--- src/hdl/hsvrgb_pkg.sv ---
// ----------------------------------------------------------------------------
// HSV to RGB converter package
// Shared constants, sector codes and the divide-by-255 helper.
// ----------------------------------------------------------------------------
package hsvrgb_pkg;

   // Number of register stages in the datapath.
   localparam int NSTAGES = 7;

   localparam logic [8:0] HUE_MOD     = 9'd360;
   localparam logic [7:0] FULL_SCALE  = 8'd255;
   // floor(2^24 / 360); the quotient estimate is low by at most one.
   localparam logic [15:0] HUE_RECIP  = 16'd46603;

   // Sector codes, one per 60-degree slice of the hue circle.
   localparam logic [2:0] SECTOR_R_TO_Y = 3'd0;
   localparam logic [2:0] SECTOR_Y_TO_G = 3'd1;
   localparam logic [2:0] SECTOR_G_TO_C = 3'd2;
   localparam logic [2:0] SECTOR_C_TO_B = 3'd3;
   localparam logic [2:0] SECTOR_B_TO_M = 3'd4;
   localparam logic [2:0] SECTOR_M_TO_R = 3'd5;

   // Truncating division by 255, exact for every operand up to 255 * 255.
   function automatic logic [7:0] div255(input logic [15:0] x);
      logic [16:0] acc;
      acc = 17'(x) + 17'(x[15:8]) + 17'd1;
      return acc[15:8];
   endfunction

endpackage

--- src/hdl/hsvrgb_pipe_ctl.sv ---
// ----------------------------------------------------------------------------
// HSV to RGB pipeline control
// Valid bits per stage and per-stage load enables; bubbles collapse on stall.
// ----------------------------------------------------------------------------
module hsvrgb_pipe_ctl (
   input  logic                             clock,
   input  logic                             reset,
   input  logic                             in_valid,
   input  logic                             out_ready,
   output logic                             in_ready,
   output logic                             out_valid,
   output logic [hsvrgb_pkg::NSTAGES-1:0]   stage_en
);

   logic [hsvrgb_pkg::NSTAGES-1:0] vld_ff;
   logic [hsvrgb_pkg::NSTAGES-1:0] vld_in;
   logic [hsvrgb_pkg::NSTAGES-1:0] en;

   // A stage may load when it is empty or when the stage after it moves on.
   always_comb begin
      en[hsvrgb_pkg::NSTAGES-1] = ~vld_ff[hsvrgb_pkg::NSTAGES-1] | out_ready;
      for (int k = hsvrgb_pkg::NSTAGES - 2; k >= 0; k--) begin
         en[k] = ~vld_ff[k] | en[k+1];
      end
   end

   always_comb begin
      vld_in[0] = en[0] ? in_valid : vld_ff[0];
      for (int k = 1; k < hsvrgb_pkg::NSTAGES; k++) begin
         vld_in[k] = en[k] ? vld_ff[k-1] : vld_ff[k];
      end
   end

   always_ff @(posedge clock) begin
      if (reset) begin
         vld_ff <= '0;
      end else begin
         vld_ff <= vld_in;
      end
   end

   assign stage_en  = en;
   assign in_ready  = en[0];
   assign out_valid = vld_ff[hsvrgb_pkg::NSTAGES-1];

endmodule

--- src/hdl/hsv_to_rgb_converter_unit.sv ---
// ----------------------------------------------------------------------------
// HSV to RGB converter
// Converts a 16-bit hue, 8-bit saturation and 8-bit value to 8-bit RGB.
// ----------------------------------------------------------------------------
// Usage:
// The req_ channel carries one pixel per transaction: hue in degrees (any
// 16-bit value, reduced modulo 360 inside), saturation and brightness. The
// rsp_ channel returns one transaction with red, green and blue per pixel,
// in the order the pixels arrived.
// An accepted request reaches rsp_tvalid through the seven register stages
// of the datapath (reciprocal product, hue modulo, sector split, two multiply
// stages each followed by a divide-by-255, the last one with channel select).
// Throughput is one pixel per cycle while rsp_tready stays high.
// Reset empties the pipeline; no result is presented until new pixels are
// accepted. When the receiver stalls, the last stage holds its result and
// earlier stages keep filling any empty slots, so req_tready drops only
// once every stage holds a pixel. Nothing is dropped or repeated.
// ----------------------------------------------------------------------------
module hsv_to_rgb_converter_unit (
   input  logic        clock,
   input  logic        reset,
   input  logic        req_tvalid,
   output logic        req_tready,
   input  logic [31:0] req_tdata,   // hue[15:0], saturation[23:16], brightness[31:24]
   output logic        rsp_tvalid,
   input  logic        rsp_tready,
   output logic [23:0] rsp_tdata    // red[7:0], green[15:8], blue[23:16]
);

   logic [hsvrgb_pkg::NSTAGES-1:0] stage_en;

   hsvrgb_pipe_ctl u_ctl (
      .clock     (clock),
      .reset     (reset),
      .in_valid  (req_tvalid),
      .out_ready (rsp_tready),
      .in_ready  (req_tready),
      .out_valid (rsp_tvalid),
      .stage_en  (stage_en)
   );

   logic [15:0] req_hue;
   logic [7:0]  req_saturation;
   logic [7:0]  req_brightness;

   assign req_hue        = req_tdata[15:0];
   assign req_saturation = req_tdata[23:16];
   assign req_brightness = req_tdata[31:24];

   // Stage 0: reciprocal product for hue / 360, and v * (255 - s) for p.
   logic [15:0] hue0_ff;
   logic [7:0]  sat0_ff, val0_ff;
   logic [31:0] hprod0_ff, hprod0_in;
   logic [15:0] pv0_ff, pv0_in;

   assign hprod0_in = 32'(req_hue) * 32'(hsvrgb_pkg::HUE_RECIP);
   assign pv0_in    = 16'(req_brightness) * 16'(hsvrgb_pkg::FULL_SCALE - req_saturation);

   always_ff @(posedge clock) begin
      if (stage_en[0]) begin
         hue0_ff   <= req_hue;
         sat0_ff   <= req_saturation;
         val0_ff   <= req_brightness;
         hprod0_ff <= hprod0_in;
         pv0_ff    <= pv0_in;
      end
   end

   // Stage 1: hue modulo 360 with one correction step, and p.
   logic [7:0]  quo1;
   logic [16:0] wrap1;
   logic [16:0] raw1;
   logic [9:0]  rem1;
   logic [8:0]  hr1_ff, hr1_in;
   logic [7:0]  sat1_ff, val1_ff, p1_ff;

   always_comb begin
      quo1  = hprod0_ff[31:24];
      wrap1 = 17'(quo1) * 17'(hsvrgb_pkg::HUE_MOD);
      raw1  = 17'(hue0_ff) - wrap1;
      rem1  = raw1[9:0];
      if (rem1 >= 10'(hsvrgb_pkg::HUE_MOD)) begin
         hr1_in = 9'(rem1 - 10'(hsvrgb_pkg::HUE_MOD));
      end else begin
         hr1_in = rem1[8:0];
      end
   end

   always_ff @(posedge clock) begin
      if (stage_en[1]) begin
         hr1_ff  <= hr1_in;
         sat1_ff <= sat0_ff;
         val1_ff <= val0_ff;
         p1_ff   <= hsvrgb_pkg::div255(pv0_ff);
      end
   end

   // Stage 2: sector and position within it; 255/60 is exactly 17/4.
   logic [2:0] sec2_ff, sec2_in;
   logic [8:0] base2;
   logic [5:0] off2;
   logic [9:0] scaled2;
   logic [7:0] f2_ff, f2_in;
   logic [7:0] sat2_ff, val2_ff, p2_ff;

   always_comb begin
      if (hr1_ff < 9'd60) begin
         sec2_in = hsvrgb_pkg::SECTOR_R_TO_Y;
         base2   = 9'd0;
      end else if (hr1_ff < 9'd120) begin
         sec2_in = hsvrgb_pkg::SECTOR_Y_TO_G;
         base2   = 9'd60;
      end else if (hr1_ff < 9'd180) begin
         sec2_in = hsvrgb_pkg::SECTOR_G_TO_C;
         base2   = 9'd120;
      end else if (hr1_ff < 9'd240) begin
         sec2_in = hsvrgb_pkg::SECTOR_C_TO_B;
         base2   = 9'd180;
      end else if (hr1_ff < 9'd300) begin
         sec2_in = hsvrgb_pkg::SECTOR_B_TO_M;
         base2   = 9'd240;
      end else begin
         sec2_in = hsvrgb_pkg::SECTOR_M_TO_R;
         base2   = 9'd300;
      end
      off2    = 6'(hr1_ff - base2);
      scaled2 = 10'(off2) * 10'd17;
      f2_in   = scaled2[9:2];
   end

   always_ff @(posedge clock) begin
      if (stage_en[2]) begin
         sec2_ff <= sec2_in;
         f2_ff   <= f2_in;
         sat2_ff <= sat1_ff;
         val2_ff <= val1_ff;
         p2_ff   <= p1_ff;
      end
   end

   // Stage 3: s * f and s * (255 - f).
   logic [15:0] sf3_ff, sf3_in, sg3_ff, sg3_in;
   logic [2:0]  sec3_ff;
   logic [7:0]  val3_ff, p3_ff;

   assign sf3_in = 16'(sat2_ff) * 16'(f2_ff);
   assign sg3_in = 16'(sat2_ff) * 16'(hsvrgb_pkg::FULL_SCALE - f2_ff);

   always_ff @(posedge clock) begin
      if (stage_en[3]) begin
         sf3_ff  <= sf3_in;
         sg3_ff  <= sg3_in;
         sec3_ff <= sec2_ff;
         val3_ff <= val2_ff;
         p3_ff   <= p2_ff;
      end
   end

   // Stage 4: complement factors for q and t.
   logic [7:0] qa4_ff, ta4_ff;
   logic [2:0] sec4_ff;
   logic [7:0] val4_ff, p4_ff;

   always_ff @(posedge clock) begin
      if (stage_en[4]) begin
         qa4_ff  <= hsvrgb_pkg::FULL_SCALE - hsvrgb_pkg::div255(sf3_ff);
         ta4_ff  <= hsvrgb_pkg::FULL_SCALE - hsvrgb_pkg::div255(sg3_ff);
         sec4_ff <= sec3_ff;
         val4_ff <= val3_ff;
         p4_ff   <= p3_ff;
      end
   end

   // Stage 5: scale by v.
   logic [15:0] qv5_ff, qv5_in, tv5_ff, tv5_in;
   logic [2:0]  sec5_ff;
   logic [7:0]  val5_ff, p5_ff;

   assign qv5_in = 16'(val4_ff) * 16'(qa4_ff);
   assign tv5_in = 16'(val4_ff) * 16'(ta4_ff);

   always_ff @(posedge clock) begin
      if (stage_en[5]) begin
         qv5_ff  <= qv5_in;
         tv5_ff  <= tv5_in;
         sec5_ff <= sec4_ff;
         val5_ff <= val4_ff;
         p5_ff   <= p4_ff;
      end
   end

   // Stage 6: final divide and channel placement by sector.
   logic [7:0] q6, t6;
   logic [7:0] red6_ff, red6_in, green6_ff, green6_in, blue6_ff, blue6_in;

   always_comb begin
      q6 = hsvrgb_pkg::div255(qv5_ff);
      t6 = hsvrgb_pkg::div255(tv5_ff);
      case (sec5_ff)
         hsvrgb_pkg::SECTOR_R_TO_Y: begin
            red6_in = val5_ff; green6_in = t6;      blue6_in = p5_ff;
         end
         hsvrgb_pkg::SECTOR_Y_TO_G: begin
            red6_in = q6;      green6_in = val5_ff; blue6_in = p5_ff;
         end
         hsvrgb_pkg::SECTOR_G_TO_C: begin
            red6_in = p5_ff;   green6_in = val5_ff; blue6_in = t6;
         end
         hsvrgb_pkg::SECTOR_C_TO_B: begin
            red6_in = p5_ff;   green6_in = q6;      blue6_in = val5_ff;
         end
         hsvrgb_pkg::SECTOR_B_TO_M: begin
            red6_in = t6;      green6_in = p5_ff;   blue6_in = val5_ff;
         end
         default: begin
            red6_in = val5_ff; green6_in = p5_ff;   blue6_in = q6;
         end
      endcase
   end

   always_ff @(posedge clock) begin
      if (stage_en[6]) begin
         red6_ff   <= red6_in;
         green6_ff <= green6_in;
         blue6_ff  <= blue6_in;
      end
   end

   assign rsp_tdata = {blue6_ff, green6_ff, red6_ff};

endmodule

--- config.mk ---
export PLATFORM = sky130hd
export DESIGN_NAME = hsv_to_rgb_converter_unit
export DESIGN_NICKNAME = d
export VERILOG_FILES = /design/src/hdl/hsvrgb_pkg.sv /design/src/hdl/hsvrgb_pipe_ctl.sv /design/src/hdl/hsv_to_rgb_converter_unit.sv
export SDC_FILE = /design/constraint.sdc
export NUM_CORES = 1
export LEC_CHECK = 0
export ABC_AREA = 1
export BUFFER_PORTS_ARGS = -buffer_cell sky130_fd_sc_hd__buf_2
export CAP_MARGIN = 20
export CORE_AREA = 5 5 255 257
export CTS_CLUSTER_SIZE = 16
export DETAILED_ROUTE_END_ITERATION = 8
export DIE_AREA = 0 0 260 262
export SLEW_MARGIN = 20
export SYNTH_ARGS = -nofsm -noshare
export SYNTH_HDL_FRONTEND = slang
export SYNTH_HIERARCHICAL = 1
export SYNTH_SLANG_ARGS = --single-unit
--- constraint.sdc ---
create_clock -name clock -period 5.4 [get_ports clock]
set_input_delay 0.54 -clock clock [delete_from_list [all_inputs] [get_ports clock]]
set_output_delay 0.54 -clock clock [all_outputs]
set_load 0.02 [all_outputs]
==> out/summary.md, run 1 <==
The logs give 53 for the pin count of the biggest net entering global routing and 0 for the total of endpoints with negative setup slack in the final report. For this run, the detailed router's first-pass iteration total came to 6. Setup repair after global routing left no endpoint under its margin. The actual transition at the worst max-transition pin is 1061 ps. The number of buffers inserted by port buffering works out to 61. The final layout contains routed wiring with a total length of 61,340 um. In this run, the number of DRC markers left after iteration 0 of detailed routing was 1,135. After detailed routing, the number of remaining DRC violations is 0. Predominant post-synthesis flop cell: edfxtp_1. First element of the critical path: f2_ff[7].

The TritonCTS sink count was 285. Final clock skew: 24.57 ps. The number of hold-repair buffers added at the cts stage was 0; the worst endpoint required time was 5770 ps.

TritonCTS created 34 clock buffers. The startpoint identified for the worst hold timing path is req_tvalid. Dividing the detail-routed via count by the number of cells gives 4.967. Adding up every negative setup slack in the final design gives 0 ps.

Cell type with the largest total area after synthesis: edfxtp_1. The count of maximum capacitance violations is 0. In the synthesized netlist the async set-or-reset flop fraction comes to 0%. The final critical path takes up 88.08% of the cycle.

Global routing finished with a remaining overflow of 0. The tree is rooted in a clkbuf_16. STA classifies the critical path endpoint as a flop. The logs give 0 for the antenna diode count and 3,740 for the synthesized net count. The post-route netlist has 5.156% of its cells at a drive strength greater than 1. For the cell area after synthesis, the log shows 0.02768 sq mm.

The maximum net fanout on the critical path was 16. Die height: 262 um. The number of global-route vias before repair is 20,931.

The standard cell core area was 0.06250 sq mm. After technology mapping, the gate count stands at 3,099. The tools report the count of boundary I/O pins as 62. The path type of the worst setup path is flop to flop. Buffers added to address setup during post-CTS repair amount to 0. The number of hold violations in the final report was 0.

Of the post-synthesis cell area, the dominant cell type holds 30.16%. The die width works out to 260 um. Counting flops and latches in the post-synthesis netlist gives 285. The number of gates resized after CTS was 0; the worst slew margin relative to its limit was 29.25%. For this configuration, the core starts out at a cell density of 44.29%. In this run the core area contains 92 standard-cell rows.

Across all layers, the routed design uses 20,001 vias. The first global-routing pass estimated 103,200 um of wire. The synthesized design contains 278 enable-type register cells. The run gives 5130 ps as the data arrival at the endpoint of the critical path. The tools report the overall die area as 0.06812 sq mm. The final layout contains 3,796 nets.

The count of pins over their slew limit came out at 0. STA classifies the critical path startpoint as a flop. The detail route stage leaves a number of antenna-violating nets equal to 0.

In the post-synthesis netlist, the biggest area contributors are edfxtp_1 30%, fa_1 18%, ha_1 16%. For the post-DP HPWL, the log shows 50,460 um. TritonCTS built the clock tree. After clock tree synthesis, the clock-pin slew on the worst setup and hold paths is 60 ps. Timing would allow up to 210.2 MHz. In the final routed layout, each cell accounts on average for 15.23 um. Maximum buffer depth of the clock tree: 3. The flow ran to the end, and the final reports show no timing, DRC or antenna violations. The number of different library cells used by synthesis comes to 54. Averaged over all synthesized cells, the footprint is 8.932 sq um.

The path class of the tightest hold or removal check is input port to flop. The synthesis-to-finish area growth came out at 8.565%. The worst flop-to-flop path startpoint was f2_ff[7].

Sequential cell area fraction in the yosys report: 30.66%. For this run, the number of Yosys warnings is 6. The run gives 0 as the initial antenna violation count. The total global-route track usage is 18.52%, and the CTS H-tree depth is 2. Clock latency on the worst-skew pair, taken at its later pin, is 550 ps.

The smallest clock period supported by the final layout is computed as 4757 ps. At the end of routability-driven placement, the weighted congestion stood at 0.9156.
registers in the layout (all words and copies together) (netlist names), 9 cells and up:
name,count
sf3_ff,16
tv5_ff,16
pv0_ff,16
hr1_ff,9
qv5_ff,16
hue0_ff,10
sg3_ff,16
per-layer routing:
| metal | vias to the layer above | wire length [um] | track usage (%) |
|---|---|---|---|
| met5 | - | 0 | 0 |
| met4 | 0 | 1506 | 4.609 |
| met3 | 106 | 2670 | 2.488 |
| met2 | 408 | 30620 | 33.23 |
| met1 | 9634 | 26550 | 23.86 |
| li1 | 9853 | - | - |
worst max-delay path, cell delays in order (launching register included):
cell	delay, ps
edfxtp_1	730
nand2_1	160
fa_1	530
fa_1	540
inv_1	50
fa_1	530
inv_1	60
fa_1	530
inv_1	40
ha_1	360
a21oi_1	240
o21ai_0	160
a21oi_1	210
nor2_1	70
nor2_1	140
xor2_1	210
worst paths after layout:
kind	end	slack, ps	depth (start not counted)
worst max-delay path	sf3_ff[12]	640	15
worst min-delay path	u_ctl/vld_ff[0]	240	3
worst max register to register	sf3_ff[12]	640	15
worst min register to register	val2_ff[5]	400	0
cells by family (layout without fill, tap and decap cells):
kind of cell / count (synthesis) / count (layout) / synth area share, %
AOI/OAI and AO/OA: 210 / 210 / 4.299
and+or+nand+nor: 1121 / 1121 / 17.08
DFF: 285 / 285 / 30.66
xor gates and xnor gates: 87 / 87 / 2.861
adders and majority gates: 605 / 605 / 34.26
buffers and inverters: 791 / 873 / 10.83
cell type report:
cell class | count | area (sq um)
Fill cell | 5944 | 32450
Multi-Input combinational cell | 2023 | 16210
Sequential cell | 285 | 8488
Inverter | 732 | 2753
Tap cell | 846 | 1059
Clock buffer | 43 | 904.6
Timing Repair Buffer | 79 | 440.4
Clock inverter | 19 | 202.7
placed cells by master (no fill, tap or decap), types with 9 or more instances in the layout:
| master | count |
|---|---|
| a21o_1 | 11 |
| a21oi_1 | 104 |
| a31oi_1 | 9 |
| buf_2 | 61 |
| buf_4 | 18 |
| clkbuf_16 | 34 |
| edfxtp_1 | 278 |
| fa_1 | 255 |
| ha_1 | 350 |
| inv_1 | 727 |
| nand2_1 | 675 |
| nand3_1 | 151 |
| nand4_1 | 42 |
| nor2_1 | 190 |
| nor3_1 | 25 |
| o21ai_0 | 51 |
| o21bai_1 | 12 |
| xnor2_1 | 33 |
| xor2_1 | 51 |
cell usage after synthesis (all sizes together), types with 3 or more instances:
cell type and count:
nand2 681, nand4 44, a31oi 10, inv 732, or2 4, ha 350, a22oi 4, o21bai 12
nor3 26, o2111ai 3, xnor2 34, edfxtp 278, nand3b 3, nor2 199, fa 255, buf 5
dfxtp 7, a21boi 6, xor2 52, clkbuf 54, o21ai 52, nor4 4, and2 3, a21oi 107
a21o 11, nand3 155
through the flow:
step / std cells / utilization, % / setup slack, ps / hold WS (ps) / area [sq um]
floorplan: 3099 / - / 668.1 / 400.3 / 27680
global placement: 3965 / 46.31 / 189.8 / 401.4 / 28950
detailed placement: 3965 / 46.31 / 174.1 / 404.5 / 28950
CTS: 4027 / 48.08 / 693.5 / 207.6 / 30050
global route: 4027 / 48.08 / 387.8 / 209.5 / 30050
finish: 4027 / 48.08 / 643.5 / 244.8 / 30050
Power of run 1 is left out: the tool's default activity adds up to more than one toggle a clock period on the data nets, which glitch-free logic cannot reach.
==> run 2, diff against run 1 <==
- CORE_AREA: 5 5 255 257 -> 5 5 231 233
- DIE_AREA: 0 0 260 262 -> 0 0 236 238
- PLACE_DENSITY: unset -> 0.71
- clock period: 5.4 -> 5.15 ns (I/O delays scaled with it)
==> run 2 against run 1 <==
  * Clock skew increased by 4.8 ps
  * Count of clock-buffer cells in the layout decreased by 7
  * Global-route usage increased by 3.8 points
  * Critical path depth increased by 2
  * Critical path type unchanged
  * Largest cell class unchanged
  * Highest routed layer unchanged
==> out/summary.md, run 2 (same netlist as run 1, synthesis figures left out) <==
The share of the clock period used by the worst path after layout was 92.32% (was 88.08%). The path type of the worst setup path is flop to flop (unchanged). The most common library cell in the layout ignoring fill and taps is inv_1 (unchanged). The number of nets with antenna violations after detailed routing was 0 (unchanged); the core utilization of the finished layout was 58.95% (was 48.08%).

The via count was 20,358 (was 20,001); the remaining global-route overflow was 0 (unchanged). Clock slew at the register clock pins of the worst setup and hold paths: 60 ps (about the same). The flow ran to the end, and the final reports show no timing, DRC or antenna violations.

Commonest cells after routing, fill and taps aside: 727 x inv_1, 675 x nand2_1, 350 x ha_1 (unchanged). The setup slack of the most critical reg-to-reg path was 400 ps (was 640 ps). The tools report the worst flop-to-flop path startpoint as sat2_ff[3] (was f2_ff[7]). Critical register-to-register path endpoint: sf3_ff[12] (unchanged). The critical path's most frequent cell is inv_1 (was fa_1).

Cell at the root of the clock tree: clkbuf_16 (unchanged). The tools report the first-pass GRT wire length as 103,600 um (was 103,200 um). The total of endpoints with negative setup slack in the final report is 0 (unchanged), and the starting utilization of the core area is 54.29% (was 44.29%). For the data arrival at the endpoint of the critical path, the log shows 5070 ps (was 5130 ps). The logs give 0 (unchanged) for the initial antenna violation count and 0 (unchanged) for the count of pins over their slew limit. The share of layout cells above drive strength 1 works out to 5.994% (was 5.156%). The tools report the startpoint type of the worst setup path as a flop (unchanged). The total wire length is 61,320 um (was 61,340 um), and the standard cell core area is 0.05099 sq mm (was 0.06250 sq mm). The number of global-route vias before repair is 21,343 (was 20,931), and the post-CTS setup buffer count is 0 (unchanged). The logs give 0 (unchanged) for the post-detailed-route DRC marker count and 0.05617 sq mm (was 0.06812 sq mm) for the overall die area. The slowest cell on the critical path was edfxtp_1 (unchanged). The die width was 236 um (was 260 um). Clock buffer count from CTS: 34 (unchanged).

The antenna diode count is 0 (unchanged), and the minimum period implied by the final worst setup slack is 4754 ps (was 4757 ps). The number of buffers inserted by port buffering works out to 61 (unchanged). Maximum net fanout on the critical path: 13 (was 16). Kind of path behind the tightest hold check: input port to flop (unchanged). The maximum cell stage delay along the critical path is 640 ps (was 730 ps). The logs give 6 (unchanged) for the length of the first detailed-routing pass in iterations and 0 (unchanged) for the number of hold violations in the final report.

The total global-route track usage came out at 22.32% (was 18.52%). The number of hold-repair buffers added at the cts stage was 0 (unchanged); the actual transition at the worst max-transition pin was 922.4 ps (was 1061 ps). The count of boundary I/O pins came out at 62 (unchanged).

Final clock skew: 29.35 ps (was 24.57 ps). The timing-limited maximum frequency was 210.3 MHz (was 210.2 MHz). Endpoint class of the critical path: a flop (unchanged).

The tools report the CTS H-tree depth as 2 (unchanged). For the number of gates resized after CTS, the log shows 0 (unchanged). The cell depth of the worst flop-to-flop path came out at 17 (was 15).

The first element of the critical path was sat2_ff[3] (was f2_ff[7]). The weighted congestion at the end of routability-driven global placement was 0.8998 (was 0.9156); the insertion delay of the later-clocked pin in the worst-skew pair was 550 ps (about the same). Setup repair after global routing left no endpoint under its margin. The maximum buffer depth of the clock tree was 3 (unchanged); the die height was 238 um (was 262 um). The tools report the pin count of the biggest net entering global routing as 53 (unchanged). The routed wirelength normalized by instance count is 15.79 um (was 15.23 um), and the worst slew margin relative to its limit is 38.44% (was 29.25%). Ordered list of cells on the worst path: nand2_1 -> inv_1 -> fa_1 -> inv_1 -> fa_1 -> inv_1 -> fa_1 -> inv_1 -> fa_1 -> inv_1 -> ha_1 -> a21oi_1 -> o21ai_0 -> a21oi_1 -> nor2_1 -> nor2_1 -> xor2_1 (was nand2_1 -> fa_1 -> fa_1 -> inv_1 -> fa_1 -> inv_1 -> fa_1 -> inv_1 -> ha_1 -> a21oi_1 -> o21ai_0 -> a21oi_1 -> nor2_1 -> nor2_1 -> xor2_1). The DRC marker count from the first detailed-route iteration is 1,226 (was 1,135), and the number of placement rows is 83 (was 92).

The run gives 3,820 (was 3,796) as the number of nets in the finished design. TritonCTS built the clock tree. For the TritonCTS sink count, the log shows 285 (unchanged). Count of maximum capacitance violations: 0 (unchanged). The critical path capture point is sf3_ff[12] (unchanged).

The tools report the worst endpoint required time as 5470 ps (was 5770 ps). The synthesis-to-finish area growth came out at 8.579% (was 8.565%). The post-DP HPWL is 50,340 um (was 50,460 um). The via count normalized by instance count is 5.243 (was 4.967), and the setup TNS after final layout is 0 ps (unchanged).
## run 2: worst min path at each step
stage	endpoint	slack, ps	cells after the start	from
floorplan	hr1_ff[0]	400	0	hue0_ff[0]
global placement	p4_ff[3]	400	0	p3_ff[3]
detailed placement	p3_ff[2]	400	0	p2_ff[2]
CTS	sat0_ff[2]	150	1	req_tdata[18]
global route	sat0_ff[2]	170	1	req_tdata[18]
finish	sat0_ff[2]	180	1	req_tdata[18]
## run 2: cell type report
type	instances	area [sq um]
multi-input cells	2023	16210
flip-flops and latches	285	8488
fillers	4368	20930
clock buffers	36	858.3
repair buffers	103	620.6
clock inverters	24	279.0
well taps	680	850.8
inverters	732	2754
## run 2: critical path, delay by kind of cell (launching register included)
| family | cells | cell delay (ps) |
|---|---|---|
| fa+ha+maj | 5 | 2410 |
| flops | 1 | 640 |
| compound gates | 3 | 550 |
| simple gates | 3 | 330 |
| xor+xnor | 1 | 310 |
| buf+inv | 5 | 260 |
## run 2: metrics by stage
stage | cell area, sq um | hold WS (ps) | cells | setup WS [ps]
floorplan | 27680 | 400.3 | 3099 | 443.1
global placement | 28920 | 400.6 | 3823 | 48.76
detailed placement | 28920 | 404.5 | 3823 | 21.97
CTS | 30060 | 147.4 | 3883 | 435.8
global route | 30060 | 167.6 | 3883 | 166.6
finish | 30060 | 184.0 | 3883 | 395.5
## run 2: per-layer routing
metal	GRT usage, %	vias to the layer above	share of wire, %
met5	0	-	0
met4	6.246	0	2.6
met3	2.901	99	4.9
met2	39.86	476	50
met1	28.79	9903	42
li1	-	9880	-
Power of run 2 is left out for the same reason.
==> run 3, diff against run 2 <==
- ABC_AREA: 1 -> unset
- CORE_AREA: 5 5 231 233 -> 5 5 224 226
- DIE_AREA: 0 0 236 238 -> 0 0 229 231
==> run 3 against run 2 <==
  * Synthesized area is 6.0% lower
  * Critical path type is now input port to flop
  * Critical endpoint is now hprod0_ff[30]
  * Non-clock buffer count is 17 higher
  * Register-to-register slack worse by 20 ps
  * Largest cell class unchanged
  * Via count is 17% lower
==> out/summary.md, run 3 <==
Remaining global-route overflow: 0 (unchanged). The path type of the worst setup path is input port to flop (was flop to flop). The routed wirelength normalized by instance count works out to 16.59 um (was 15.79 um).

The count of pins over their slew limit was 0 (unchanged). Setup repair after global routing left no endpoint under its margin. The run gives 26.68% (was 28.79%) as the met1 demand-to-capacity share in global routing. Predominant post-synthesis flop cell: edfxtp_1 (unchanged). The met3 track utilization from global routing is 2.189% (was 2.901%).

The count of synthesis-stage warnings from yosys came out at 6 (unchanged). The busiest layer in global routing is met2 (unchanged). The die width came out at 229 um (was 236 um). The cell depth of the worst flop-to-flop path was 15 (was 17). The startpoint of the worst hold path was req_tvalid (was req_tdata[18]). The tools report the first element of the critical path as req_tdata[3] (was sat2_ff[3]).

The met2 track demand over resource in global routing was 36.82% (was 39.86%); the TritonCTS sink count was 285 (unchanged). The die height was 231 um (was 238 um). List of most frequent post-synthesis cells: 468 x inv_1, 350 x ha_1, 278 x edfxtp_1, 255 x fa_1, 166 x nand2_1 (was 728 x inv_1, 676 x nand2_1, 350 x ha_1, 278 x edfxtp_1, 255 x fa_1).

Kind of path behind the tightest hold check: input port to flop (unchanged). The maximum net fanout on the critical path was 3 (was 13); the data arrival at the endpoint of the critical path was 5150 ps (was 5070 ps). The pre-CTS setup slack is -259.5 ps (was 21.97 ps), and the sequential cell area fraction in the yosys report is 32.61% (was 30.66%). The logs give 2,388 (was 3,099) for the number of cells produced by synthesis and 0 (unchanged) for the antenna diode count.

The total of endpoints with negative setup slack in the final report was 0 (unchanged). The number of buffers inserted by port buffering was 61 (unchanged). The maximum buffer depth of the clock tree came out at 3 (unchanged).

The number of global-route vias before repair is 18,088 (was 21,343). The tools report the number of hold-repair buffers added at the cts stage as 0 (unchanged). The run gives 12.99 ps (was 29.35 ps) as the final clock skew. The flow ran to the end, and the final reports show no timing, DRC or antenna violations.

The overall die area was 0.05290 sq mm (was 0.05617 sq mm); the via count was 16,886 (was 20,358). The tools report the post-detailed-route DRC marker count as 0 (unchanged). Critical register-to-register path endpoint: sf3_ff[14] (was sf3_ff[12]). The starting utilization of the core area was 54.07% (was 54.29%); the final critical-path setup slack was 329.0 ps (was 395.5 ps). The run gives 39.91% (was 38.44%) as the worst slew margin relative to its limit. The length of the first detailed-routing pass in iterations was 5 (was 6); the minimum period implied by the final worst setup slack was 4821 ps (was 4754 ps).

Commonest cells after routing, fill and taps aside: 468 x inv_1, 350 x ha_1, 278 x edfxtp_1 (was 727 x inv_1, 675 x nand2_1, 350 x ha_1). For the number of nets in the finished design, the log shows 3,137 (was 3,820). The endpoint class of the critical path was a flop (unchanged). The mean instance size in the synthesized netlist works out to 10.90 sq um (was 8.932 sq um). Actual transition at the worst max-transition pin: 900.4 ps (was 922.4 ps). The share of the clock period used by the worst path after layout is 93.61% (was 92.32%), and the insertion delay of the later-clocked pin in the worst-skew pair is 580 ps (was 550 ps). The number of synthesized flops with an enable pin is 278 (unchanged).

TritonCTS built the clock tree. Cell types occupying the most area after synthesis: edfxtp_1 32%, fa_1 20%, ha_1 17% (was edfxtp_1 30%, fa_1 18%, ha_1 16%). Post-synthesis register bit count: 285 (unchanged). Cell type with the largest total area after synthesis: edfxtp_1 (unchanged). The worst endpoint required time is 5470 ps (about the same).

The clock slew at the register clock pins of the worst setup and hold paths was 60 ps (about the same). The via count normalized by instance count was 5.374 (was 5.243). The synthesized net count is 3,029 (was 3,740). The tools report the count of different cell masters after synthesis as 63 (was 54).

The cell at the root of the clock tree is clkbuf_16 (unchanged). The logs give 0 (unchanged) for the count of maximum capacitance violations and 31 (was 34) for the clock buffer count from CTS. Timing-limited maximum frequency: 207.4 MHz (was 210.3 MHz). The share of synthesized registers carrying an async set or reset was 0% (unchanged); the share of layout cells above drive strength 1 was 7.381% (was 5.994%). The run gives 0 (unchanged) as the post-CTS setup buffer count.

The count of boundary I/O pins was 62 (unchanged); the number of gates resized after CTS was 0 (unchanged). The share of the synthesized area in the top cell type is 32.07% (was 30.16%), and the number of placement rows is 81 (was 83). The worst flop-to-flop path startpoint is f2_ff[7] (was sat2_ff[3]).

Most common library cell in the layout ignoring fill and taps: inv_1 (unchanged). The logs give 42,280 um (was 50,340 um) for the post-DP HPWL and 0 (unchanged) for the number of hold violations in the final report. Cell with the most instances after synthesis: inv_1 (unchanged). Startpoint type of the worst setup path: an input port (was a flop). The setup slack of the most critical reg-to-reg path is 380 ps (was 400 ps), and the pin count of the biggest net entering global routing is 52 (was 53).

The weighted congestion at the end of routability-driven global placement came out at 0.9157 (was 0.8998). The run gives 926 (was 1,226) as the DRC marker count from the first detailed-route iteration. The total wire length is 52,130 um (was 61,320 um), and the CTS H-tree depth is 1 (was 2). The synthesis-to-finish area growth came out at 9.388% (was 8.579%). Number of nets with antenna violations after detailed routing: 0 (unchanged). The critical path capture point was hprod0_ff[30] (was sf3_ff[12]).

For the total global-route track usage, the log shows 20.37% (was 22.32%). Initial antenna violation count: 0 (unchanged). The logs give 89,150 um (was 103,600 um) for the first-pass GRT wire length and 0.02603 sq mm (was 0.02768 sq mm) for the cell area after synthesis. The standard cell core area came out at 0.04814 sq mm (was 0.05099 sq mm). The tools report the core utilization of the finished layout as 59.14% (was 58.95%).
==> run 3: changes by cell type after synthesis, moves of 18 or more <==
| cell | delta |
|---|---|
| nand2_1 | -510 |
| inv_1 | -260 |
| nor2_1 | -142 |
| nand3_1 | -118 |
| nor2b_1 | +92 |
| and2_1 | +91 |
| nand2b_1 | +65 |
| xnor2_1 | +44 |
| nand4_1 | -33 |
| a21oi_1 | -26 |
| o21a_1 | +26 |
| o211ai_1 | +18 |
==> run 3: final cells by class <==
class                   count  area [sq um]
repair buffers            120         748.2
clock inverters            24         302.8
flip-flops and latches    285          8488
fillers                  3964         19670
multi-input cells        1590         15620
inverters                 468          1757
clock buffers              33         783.3
well taps                 622         778.2
==> run 3: critical path: stages <==
cell and delay, ps:
buf_2 120, ha_1 310, xor2_1 160, ha_1 280
inv_1 50, fa_1 480, inv_1 50, fa_1 480
inv_1 50, fa_1 470, inv_1 50, fa_1 450
ha_1 320, and3_1 200, o21ai_0 170, a21oi_1 90
a211o_1 330, a211oi_1 310, o31ai_1 140, xnor2_1 130
==> run 3: cell families (layout without fill, tap and decap cells) <==
kind of cell / Yosys count / in the layout / synth area share [%]
simple gates: 572 / 572 / 11.54
xor+xnor: 117 / 117 / 3.937
mux: 11 / 11 / 0.4278
flops: 285 / 285 / 32.61
compound gates: 285 / 285 / 7.600
fa+ha+maj: 605 / 605 / 36.44
buf+inv: 513 / 645 / 7.446
==> run 3: stage by stage <==
step	cells	setup TNS, ps	area [sq um]	hold slack [ps]
after floorplan	2388	0	26030	400.3
after global placement	3085	-826.5	27380	400.5
after detailed placement	3085	-1126	27380	404.5
after CTS	3142	0	28470	147.7
after global routing	3142	0	28470	168.5
final	3142	0	28470	174.0
==> run 3: how the worst min path moves through the flow <==
stage	to	depth (start not counted)
2_1_floorplan	hr1_ff[0]	0
3_3_place_gp	val2_ff[3]	0
3_5_place_dp	p2_ff[4]	0
4_1_cts	u_ctl/vld_ff[0]	3
5_1_grt	u_ctl/vld_ff[0]	3
6_report	u_ctl/vld_ff[0]	3
==> run 3: layer usage <==
layer | vias to the layer above | share of wire (%)
li1 | 8109 | -
met1 | 8352 | 43
met2 | 349 | 51
met3 | 76 | 3.9
met4 | 0 | 2.2
met5 | - | 0
Power of run 3 is left out for the same reason.
